**config.mk**
```make
export PLATFORM = sky130hd
export DESIGN_NAME = first_fit_block_allocator_unit
export DESIGN_NICKNAME = d
export VERILOG_FILES = /design/src/rtl/ffba_pkg.sv /design/src/rtl/ffba_front.sv /design/src/rtl/ffba_engine.sv /design/src/rtl/first_fit_block_allocator_unit.sv
export SDC_FILE = /design/constraint.sdc
export NUM_CORES = 2
export LEC_CHECK = 0
export BUFFER_PORTS_ARGS = -buffer_cell sky130_fd_sc_hd__buf_4
export CORE_MARGIN = 2
export CORE_UTILIZATION = 35
export CTS_CLUSTER_SIZE = 10
export DETAILED_ROUTE_END_ITERATION = 10
export GPL_ROUTABILITY_DRIVEN = 0
export PLACE_DENSITY_LB_ADDON = 0.1
export SYNTH_ARGS = -nofsm -noshare
export SYNTH_HDL_FRONTEND = slang
export SYNTH_SLANG_ARGS = --single-unit
```
**constraint.sdc**
```tcl
create_clock -name aclk -period 8.9 [get_ports aclk]
set_input_delay 1.335 -clock aclk [delete_from_list [all_inputs] [get_ports aclk]]
set_output_delay 1.335 -clock aclk [all_outputs]
set_load 0.01 [all_outputs]
```
**src/rtl/ffba_pkg.sv**
```systemverilog
// Package: payload types, status codes and request codes of the block allocator.
package ffba_pkg;

    localparam logic [2:0] ST_OK      = 3'd0;
    localparam logic [2:0] ST_ZERO    = 3'd1;
    localparam logic [2:0] ST_NOSPACE = 3'd2;
    localparam logic [2:0] ST_NULL    = 3'd3;
    localparam logic [2:0] ST_UNKNOWN = 3'd4;

    localparam logic REQ_ALLOC   = 1'b0;
    localparam logic REQ_RELEASE = 1'b1;

    typedef struct packed {
        logic        req_type;
        logic [16:0] req_size;
        logic [15:0] release_addr;
    } ffba_req_t;

    typedef struct packed {
        logic [15:0] grant_addr;
        logic [2:0]  status;
    } ffba_rsp_t;

    // Classified command handed from the front end to the engine.
    typedef struct packed {
        logic        is_release;
        logic        done;        // answered by the front end, no table work
        logic [2:0]  status;
        logic [17:0] size;        // rounded allocate size, one bit wider than the request
        logic [15:0] addr;        // release data address
    } ffba_cmd_t;

endpackage

```
**src/rtl/ffba_front.sv**
```systemverilog
// Front end: accepts requests, classifies them and queues them for the engine.
module ffba_front (
    input  logic               aclk,
    input  logic               aresetn,
    input  logic               s_valid,
    output logic               s_ready,
    input  ffba_pkg::ffba_req_t s_data,
    output logic               q_valid,
    input  logic               q_ready,
    output ffba_pkg::ffba_cmd_t q_cmd
);
    import ffba_pkg::*;

    ffba_cmd_t   fifo_reg [2];
    logic        wp_reg, rp_reg;
    logic [1:0]  cnt_reg;
    ffba_cmd_t   cmd;
    logic [17:0] rsum;
    logic        push, pop;

    always_comb begin
        rsum = {1'b0, s_data.req_size} + 18'd7;
        cmd.is_release = (s_data.req_type == REQ_RELEASE);
        cmd.size       = {rsum[17:3], 3'b000};
        cmd.addr       = s_data.release_addr;
        cmd.done       = 1'b0;
        cmd.status     = ST_OK;
        if (cmd.is_release) begin
            if (s_data.release_addr == 16'd0) begin
                cmd.done   = 1'b1;
                cmd.status = ST_NULL;
            end
        end else if (s_data.req_size == 17'd0) begin
            cmd.done   = 1'b1;
            cmd.status = ST_ZERO;
        end
    end

    assign s_ready = (cnt_reg != 2'd2);
    assign q_valid = (cnt_reg != 2'd0);
    assign q_cmd   = fifo_reg[rp_reg];
    assign push    = s_valid && s_ready;
    assign pop     = q_valid && q_ready;

    always_ff @(posedge aclk) begin
        if (push) fifo_reg[wp_reg] <= cmd;
    end

    always_ff @(posedge aclk) begin
        if (!aresetn) begin
            wp_reg  <= 1'b0;
            rp_reg  <= 1'b0;
            cnt_reg <= 2'd0;
        end else begin
            if (push) wp_reg <= ~wp_reg;
            if (pop) rp_reg <= ~rp_reg;
            cnt_reg <= cnt_reg + {1'b0, push} - {1'b0, pop};
        end
    end

`ifndef SYNTHESIS
    a_no_overflow: assert property (@(posedge aclk) disable iff (!aresetn)
        (cnt_reg == 2'd2) |-> !push)
        else $error("queue written while full");
    a_no_underflow: assert property (@(posedge aclk) disable iff (!aresetn)
        (cnt_reg == 2'd0) |-> !pop)
        else $error("queue read while empty");
    a_count: assert property (@(posedge aclk) disable iff (!aresetn)
        (push && !pop && cnt_reg != 2'd2) |=> (cnt_reg == $past(cnt_reg) + 2'd1))
        else $error("queue count lost a push");
`endif
endmodule

```
**src/rtl/ffba_engine.sv**
```systemverilog
// Engine: walks the block table, splits, appends, frees and merges entries.
module ffba_engine #(
    parameter int HEAP_BYTES   = 65536,
    parameter int MAX_BLOCKS   = 64,
    parameter int HEADER_BYTES = 16,
    parameter int MIN_SPLIT    = 64
) (
    input  logic               aclk,
    input  logic               aresetn,
    input  logic [16:0]        heap_limit,
    input  logic               q_valid,
    output logic               q_ready,
    input  ffba_pkg::ffba_cmd_t q_cmd,
    output logic               m_valid,
    input  logic               m_ready,
    output ffba_pkg::ffba_rsp_t m_data
);
    import ffba_pkg::*;

    localparam int IW = $clog2(MAX_BLOCKS);
    localparam int CW = $clog2(MAX_BLOCKS + 1);
    // At least 17 bits so that the widest rounded request still compares whole.
    localparam int AW = ($clog2(HEAP_BYTES + 1) > 17) ? $clog2(HEAP_BYTES + 1) : 17;
    localparam logic [AW-1:0] HDR = AW'(HEADER_BYTES);
    localparam logic [AW:0]   SPL = (AW+1)'(HEADER_BYTES + MIN_SPLIT);
    localparam logic [AW:0]   HBY = (AW+1)'(HEAP_BYTES);
    localparam logic [CW-1:0] MAXB = CW'(MAX_BLOCKS);

    localparam logic [3:0] S_IDLE  = 4'd0;
    localparam logic [3:0] S_RD    = 4'd1;
    localparam logic [3:0] S_CHK   = 4'd2;
    localparam logic [3:0] S_SHU   = 4'd3;  // shift up, read k-1
    localparam logic [3:0] S_SHUW  = 4'd4;  // shift up, write k
    localparam logic [3:0] S_INS   = 4'd5;
    localparam logic [3:0] S_RDN   = 4'd6;  // read next entry
    localparam logic [3:0] S_NXT   = 4'd7;
    localparam logic [3:0] S_SHD   = 4'd8;  // shift down, read k+1
    localparam logic [3:0] S_SHDW  = 4'd9;
    localparam logic [3:0] S_RDP   = 4'd10; // read previous entry
    localparam logic [3:0] S_PRV   = 4'd11;
    localparam logic [3:0] S_OUT   = 4'd12;

    // Table memory: start, bytes and free flag in one word.
    localparam int EW = 2 * AW + 1;
    logic [EW-1:0] mem [MAX_BLOCKS];
    logic [EW-1:0] rd_reg;
    logic [IW-1:0] raddr;
    logic          we;
    logic [IW-1:0] waddr;
    logic [EW-1:0] wdata;

    always_ff @(posedge aclk) begin
        if (we) mem[waddr] <= wdata;
        rd_reg <= mem[raddr];
    end

    logic [AW-1:0] rd_start, rd_bytes;
    logic          rd_free;
    assign rd_start = rd_reg[EW-1 -: AW];
    assign rd_bytes = rd_reg[AW:1];
    assign rd_free  = rd_reg[0];

    logic [3:0]    state_reg, state_next;
    logic [CW-1:0] count_reg, count_next;
    logic [AW:0]   top_reg, top_next;
    logic [CW-1:0] i_reg, i_next, k_reg, k_next;
    ffba_cmd_t     cmd_reg, cmd_next;
    logic [AW-1:0] cur_start_reg, cur_start_next, cur_bytes_reg, cur_bytes_next;
    logic [EW-1:0] ins_reg, ins_next;
    logic          mode_reg, mode_next;   // shift-down purpose: 0 next merge, 1 prev
    logic [15:0]   gaddr_reg, gaddr_next;
    logic [2:0]    gst_reg, gst_next;
    logic          ov_reg, ov_next;

    logic [AW:0]   limit, need, size_w;
    logic [15:0]   cmp_addr;

    always_comb begin
        limit    = ({1'b0, heap_limit} > (AW+1)'(HEAP_BYTES)) ? HBY :
                   (AW+1)'(heap_limit);
        size_w   = (AW+1)'(cmd_reg.size);
        need     = top_reg + (AW+1)'(HEADER_BYTES) + size_w;
        cmp_addr = 16'(rd_start + HDR);
    end

    always_comb begin
        state_next     = state_reg;
        count_next     = count_reg;
        top_next       = top_reg;
        i_next         = i_reg;
        k_next         = k_reg;
        cmd_next       = cmd_reg;
        cur_start_next = cur_start_reg;
        cur_bytes_next = cur_bytes_reg;
        ins_next       = ins_reg;
        mode_next      = mode_reg;
        gaddr_next     = gaddr_reg;
        gst_next       = gst_reg;
        ov_next        = ov_reg;
        raddr          = i_reg[IW-1:0];
        we             = 1'b0;
        waddr          = i_reg[IW-1:0];
        wdata          = rd_reg;
        q_ready        = 1'b0;
        if (ov_reg && m_ready) ov_next = 1'b0;
        unique case (state_reg)
            S_IDLE: begin
                q_ready = !ov_reg || m_ready;
                if (q_valid && q_ready) begin
                    cmd_next   = q_cmd;
                    i_next     = '0;
                    gaddr_next = 16'd0;
                    gst_next   = q_cmd.status;
                    if (q_cmd.done) begin
                        ov_next = 1'b1;
                    end else begin
                        state_next = S_RD;
                    end
                end
            end
            S_RD: begin
                if (i_reg >= count_reg) begin
                    if (cmd_reg.is_release) begin
                        gst_next   = ST_UNKNOWN;
                        state_next = S_OUT;
                    end else if (count_reg >= MAXB || need > limit) begin
                        gst_next   = ST_NOSPACE;
                        state_next = S_OUT;
                    end else begin
                        we         = 1'b1;
                        waddr      = count_reg[IW-1:0];
                        wdata      = {top_reg[AW-1:0], size_w[AW-1:0], 1'b0};
                        count_next = count_reg + 1'b1;
                        gaddr_next = 16'(top_reg + (AW+1)'(HEADER_BYTES));
                        gst_next   = ST_OK;
                        top_next   = need;
                        state_next = S_OUT;
                    end
                end else begin
                    state_next = S_CHK;
                end
            end
            S_CHK: begin
                cur_start_next = rd_start;
                cur_bytes_next = rd_bytes;
                if (cmd_reg.is_release) begin
                    if (cmp_addr == cmd_reg.addr) begin
                        if (rd_free) begin
                            gst_next   = ST_UNKNOWN;
                            state_next = S_OUT;
                        end else begin
                            we         = 1'b1;
                            wdata      = {rd_start, rd_bytes, 1'b1};
                            gst_next   = ST_OK;
                            raddr      = IW'(i_reg + 1'b1);
                            state_next = S_RDN;
                        end
                    end else begin
                        i_next     = i_reg + 1'b1;
                        raddr      = IW'(i_reg + 1'b1);
                        state_next = S_RD;
                    end
                end else if (rd_free && (AW+1)'(rd_bytes) >= size_w) begin
                    gst_next   = ST_OK;
                    gaddr_next = 16'(rd_start + HDR);
                    we         = 1'b1;
                    if ((AW+1)'(rd_bytes) >= size_w + SPL && count_reg < MAXB) begin
                        wdata    = {rd_start, size_w[AW-1:0], 1'b0};
                        ins_next = {AW'(rd_start + HDR + size_w[AW-1:0]),
                                    AW'(rd_bytes - size_w[AW-1:0] - HDR), 1'b1};
                        k_next   = count_reg;
                        raddr    = IW'(count_reg - 1'b1);
                        state_next = S_SHU;
                    end else begin
                        wdata      = {rd_start, rd_bytes, 1'b0};
                        state_next = S_OUT;
                    end
                end else begin
                    i_next     = i_reg + 1'b1;
                    raddr      = IW'(i_reg + 1'b1);
                    state_next = S_RD;
                end
            end
            S_SHU: begin
                // Move entries i+1..count-1 up by one, top first.
                if (k_reg > i_reg + 1'b1) begin
                    raddr      = IW'(k_reg - 1'b1);
                    state_next = S_SHUW;
                end else begin
                    state_next = S_INS;
                end
            end
            S_SHUW: begin
                we         = 1'b1;
                waddr      = k_reg[IW-1:0];
                wdata      = rd_reg;
                k_next     = k_reg - 1'b1;
                state_next = S_SHU;
            end
            S_INS: begin
                we         = 1'b1;
                waddr      = IW'(i_reg + 1'b1);
                wdata      = ins_reg;
                count_next = count_reg + 1'b1;
                state_next = S_OUT;
            end
            S_RDN: begin
                raddr = IW'(i_reg + 1'b1);
                if (i_reg + 1'b1 < count_reg) begin
                    state_next = S_NXT;
                end else begin
                    state_next = S_RDP;
                end
            end
            S_NXT: begin
                if (rd_free) begin
                    cur_bytes_next = AW'(cur_bytes_reg + HDR + rd_bytes);
                    we    = 1'b1;
                    wdata = {cur_start_reg, AW'(cur_bytes_reg + HDR + rd_bytes), 1'b1};
                    k_next     = i_reg + 1'b1;
                    mode_next  = 1'b0;
                    state_next = S_SHD;
                end else begin
                    state_next = S_RDP;
                end
            end
            S_SHD: begin
                // Remove entry k by moving the entries above it down.
                if (k_reg + 1'b1 < count_reg) begin
                    raddr      = IW'(k_reg + 1'b1);
                    state_next = S_SHDW;
                end else begin
                    count_next = count_reg - 1'b1;
                    state_next = mode_reg ? S_OUT : S_RDP;
                end
            end
            S_SHDW: begin
                we         = 1'b1;
                waddr      = k_reg[IW-1:0];
                wdata      = rd_reg;
                k_next     = k_reg + 1'b1;
                state_next = S_SHD;
            end
            S_RDP: begin
                if (i_reg != '0) begin
                    raddr      = IW'(i_reg - 1'b1);
                    state_next = S_PRV;
                end else begin
                    state_next = S_OUT;
                end
            end
            S_PRV: begin
                if (rd_free) begin
                    we    = 1'b1;
                    waddr = IW'(i_reg - 1'b1);
                    wdata = {rd_start, AW'(rd_bytes + HDR + cur_bytes_reg), 1'b1};
                    k_next     = i_reg;
                    mode_next  = 1'b1;
                    state_next = S_SHD;
                end else begin
                    state_next = S_OUT;
                end
            end
            S_OUT: begin
                if (!ov_reg || m_ready) begin
                    ov_next    = 1'b1;
                    state_next = S_IDLE;
                end
            end
            default: state_next = S_IDLE;
        endcase
    end

    always_ff @(posedge aclk) begin
        if (!aresetn) begin
            state_reg <= S_IDLE;
            count_reg <= '0;
            top_reg   <= '0;
            ov_reg    <= 1'b0;
        end else begin
            state_reg <= state_next;
            count_reg <= count_next;
            top_reg   <= top_next;
            ov_reg    <= ov_next;
        end
    end

    always_ff @(posedge aclk) begin
        i_reg         <= i_next;
        k_reg         <= k_next;
        cmd_reg       <= cmd_next;
        cur_start_reg <= cur_start_next;
        cur_bytes_reg <= cur_bytes_next;
        ins_reg       <= ins_next;
        mode_reg      <= mode_next;
        gaddr_reg     <= gaddr_next;
        gst_reg       <= gst_next;
    end

    assign m_valid           = ov_reg;
    assign m_data.grant_addr = gaddr_reg;
    assign m_data.status     = gst_reg;

`ifndef SYNTHESIS
    a_count_bound: assert property (@(posedge aclk) disable iff (!aresetn)
        count_reg <= MAXB)
        else $error("block count beyond table depth");
    a_top_bound: assert property (@(posedge aclk) disable iff (!aresetn)
        top_reg <= HBY)
        else $error("heap top beyond heap size");
    a_release_no_grant: assert property (@(posedge aclk) disable iff (!aresetn)
        (m_valid && cmd_reg.is_release) |-> (gaddr_reg == 16'd0))
        else $error("release returned an address");
`endif
endmodule

```
**src/rtl/first_fit_block_allocator_unit.sv**
```systemverilog
// Top level of the first-fit block allocator with splitting and coalescing.
// Each request transaction yields exactly one result transaction, in order.
// Zero-size allocates and null releases are answered by the front end; all
// other requests walk the block table held in a memory with one read and one
// write port, and entries are moved when a split inserts or a merge removes a
// table entry. A two-entry queue separates the front end from the engine, and
// the result sits in an output register so a new request transaction can be
// taken while a result waits.
// The heap_limit register is written with cfg_we and must only change while
// the block is idle.
module first_fit_block_allocator_unit #(
    parameter int HEAP_BYTES   = 65536,
    parameter int MAX_BLOCKS   = 64,
    parameter int HEADER_BYTES = 16,
    parameter int MIN_SPLIT    = 64
) (
    input  logic                aclk,
    input  logic                aresetn,
    input  logic                cfg_we,
    input  logic [16:0]         cfg_wdata,
    input  logic                s_valid,
    output logic                s_ready,
    input  ffba_pkg::ffba_req_t s_data,
    output logic                m_valid,
    input  logic                m_ready,
    output ffba_pkg::ffba_rsp_t m_data
);
    import ffba_pkg::*;

    logic [16:0] heap_limit_reg;
    logic        q_valid, q_ready;
    ffba_cmd_t   q_cmd;

    // Configuration register; reset allows the whole heap.
    always_ff @(posedge aclk) begin
        if (!aresetn) begin
            heap_limit_reg <= 17'h10000;
        end else if (cfg_we) begin
            heap_limit_reg <= cfg_wdata;
        end
    end

    ffba_front u_front (
        .aclk    (aclk),
        .aresetn (aresetn),
        .s_valid (s_valid),
        .s_ready (s_ready),
        .s_data  (s_data),
        .q_valid (q_valid),
        .q_ready (q_ready),
        .q_cmd   (q_cmd)
    );

    ffba_engine #(
        .HEAP_BYTES   (HEAP_BYTES),
        .MAX_BLOCKS   (MAX_BLOCKS),
        .HEADER_BYTES (HEADER_BYTES),
        .MIN_SPLIT    (MIN_SPLIT)
    ) u_engine (
        .aclk       (aclk),
        .aresetn    (aresetn),
        .heap_limit (heap_limit_reg),
        .q_valid    (q_valid),
        .q_ready    (q_ready),
        .q_cmd      (q_cmd),
        .m_valid    (m_valid),
        .m_ready    (m_ready),
        .m_data     (m_data)
    );
endmodule

```
==> metrics <==
outcome=finished with violations; violated checks=design-rule violations; first-pass GRT wire length=498,700 um; CP max stage cell=nor2_4; Multi-input gate area=0.02858 mm2; YS warnings=0; Vias=67.12k; setup TNS=0 ns; setup ws final=1.035 ns; Buf/Inv on CP=4; Synth Cell Area=0.1033 mm2; Max Freq=0.1271 GHz; Setup WS pre-CTS=1.115 ns; Worst R2R Start=u_engine.size_w[4]; HP Start=u_engine.top_reg[16]; Nets=8,090; CP max FO=15; unrepaired setup endpoints after global routing=false; Setup Viol. Count Final=0; Largest register FFs=2,176; maximum clock path buffer count=4; crit path cell chain=fa_1 > a21o_1 > a21oi_1 > o21bai_1 > a21oi_1 > o21ai_0 > a21o_1 > a21oi_1 > xnor2_1 > ha_1 > nand4_1 > inv_1 > a221oi_1 > o21ai_0 > a21oi_1 > o221ai_1 > buf_4 > or3_1 > o311ai_1 > buf_4 > nand3b_1 > nor2_4 > buf_4; drt pass-1 iters=9; Layout Skew=0.04193 ns; startpoint types=register; synthesis-stage register bit count=2,459; GRT Total Usage=22.92%; die height=547.1 um; Die ar.=0.2994 mm2; most used cell along the critical path=a21oi_1; WP data arrival=8.43 ns; ys async rst share=0%; sequential element share of the synthesized area=70.71%; layout cell share with drive strength beyond 1=11.83%; Die W=547.1 um; Post-CTS Hold Buffers=0; GR Overflow Total=0; Max-cap violations=0; worst hold-check path type=register to register; fin util=40.55%; CP Class=register to register; Antenna Nets Post-Route=0; Netlist cell types=88; Via density=5.626; Mapped Cells=7,676; Final Hold Vio Count=0; CP required=9.47 ns; Worst-Margin Slew=1.363 ns; CP top delay family=compound AO/OA/AOI/OAI gates; I/O Buffers=76; CTS tree=built; post-CTS resize count=0; FILL cells=27.27k; vias in the first global route=65.65k; Slew HR=8.459%; worst skew pair latency=0.91 ns; Avg Cell Area, Syn=13.45 um2; drt initial violations=6,867; Seq. cell area=0.07301 mm2; number of enable flip-flop cells after synthesis=2,376; Initial Util=35.14%; Slowest Stage Delay on Critical Path=0.95 ns; CTS clock-pin slew for the worst setup and hold paths=0.06 ns; # H-tree levels=5; Slew Viols, Final=0; Area Growth Syn to Fin=15.38%; number of nets produced by synthesis=7,905; row count=199; hpwl dp=206,700 um; largest net degree at the start of global routing=166; DRC=38; core area=0.2938 mm2; Reg2Reg Setup Slack=1.03 ns; num ports=77; Worst Hold Margin=0.4720 ns; CTS root buffer=clkbuf_16; WL final=352,100 um; Setup crit end kind=register; total CTS buffers=297; Post-CTS Repair Setup Buffers=0; CP startpoint=u_engine.size_w[4]; fin crit share=88.37%; main flop type after synthesis=edfxtp_1; DR WL/cell=29.51 um; TritonCTS Sinks=2,459; initial antenna violation count=19; crit path time final=7.865 ns
[final timing paths]
| check | cells after the start | to |
|---|---|---|
| worst min register to register | 2 | u_engine.top_reg[16] |
| worst max register to register | 23 | u_engine.mem[14][5] |
| worst max-delay path | 23 | u_engine.mem[14][5] |
| worst min-delay path | 2 | u_engine.top_reg[16] |
[synth_stat cells, types with 140 or more instances]
master	instances	area (um2)
inv_1	140	525.5
o21ai_0	226	1131
ha_1	170	2127
clkbuf_1	356	1336
nor2_1	179	671.9
nand2_1	1389	5214
mux2i_1	223	2232
nand3_1	203	1016
and3_1	227	1420
a221oi_1	290	2540
a21oi_1	709	3548
edfxtp_1	2376	71350
[cell families after synthesis]
family,Yosys count,share of synthesized area (%)
adder cells (fa/ha/maj),173,2.118
AO/OA/AOI/OAI,1693,10.81
XOR/XNOR,150,1.301
multiplexers,257,2.536
AND/OR/NAND/NOR,2307,10.05
flip-flops,2459,70.71
buffers and inverters,637,2.477
[area by class of cell]
type | instances | area share [%]
Sequential cell | 2459 | 61.29
Clock inverter | 40 | 0.3487
Multi-Input combinational cell | 4580 | 23.99
Timing Repair Buffer | 381 | 2.968
Clock buffer | 405 | 6.826
Antenna cell | 6 | 0.01260
Inverter | 142 | 0.4474
Tap cell | 3919 | 4.116
[metrics by stage]
step	cell area, um2	instances
final	119100	11930
after global routing	119100	11930
after CTS	119100	11930
after detailed placement	110600	11480
after global placement	110600	11480
after floorplan	103300	7676
[cell usage in the layout, fill, tap and decap left out, drive strengths merged, types with 179 or more instances in the layout]
| cell | Yosys | routed |
|---|---|---|
| nand3 | 204 | 204 |
| nand2 | 1390 | 1390 |
| a21oi | 709 | 709 |
| nor2 | 179 | 179 |
| buf | 139 | 381 |
| edfxtp | 2376 | 2376 |
| mux2i | 223 | 223 |
| clkbuf | 356 | 405 |
| o21ai | 228 | 228 |
| a221oi | 290 | 290 |
| and3 | 227 | 227 |
[worst register-to-register path, stage by stage (launching register included)]
cell	delay, ns
edfxtp_1	0.67
fa_1	0.57
a21o_1	0.19
a21oi_1	0.23
o21bai_1	0.10
a21oi_1	0.23
o21ai_0	0.25
a21o_1	0.24
a21oi_1	0.17
xnor2_1	0.17
ha_1	0.29
nand4_1	0.08
inv_1	0.06
a221oi_1	0.27
o21ai_0	0.12
a21oi_1	0.20
o221ai_1	0.15
buf_4	0.24
or3_1	0.56
o311ai_1	0.53
buf_4	0.25
nand3b_1	0.61
nor2_4	0.95
buf_4	0.40
[layer usage]
metal,vias to the layer above,wire length [um],GRT usage [%]
li1,29600,-,-
met1,34820,160900,33.07
met4,2,9588,6.543
met5,-,18,0
met2,2311,161400,36.28
met3,393,20290,2.829
Power is left out: the tool's default activity adds up to more than one toggle a clock period on the data nets, which glitch-free logic cannot reach.
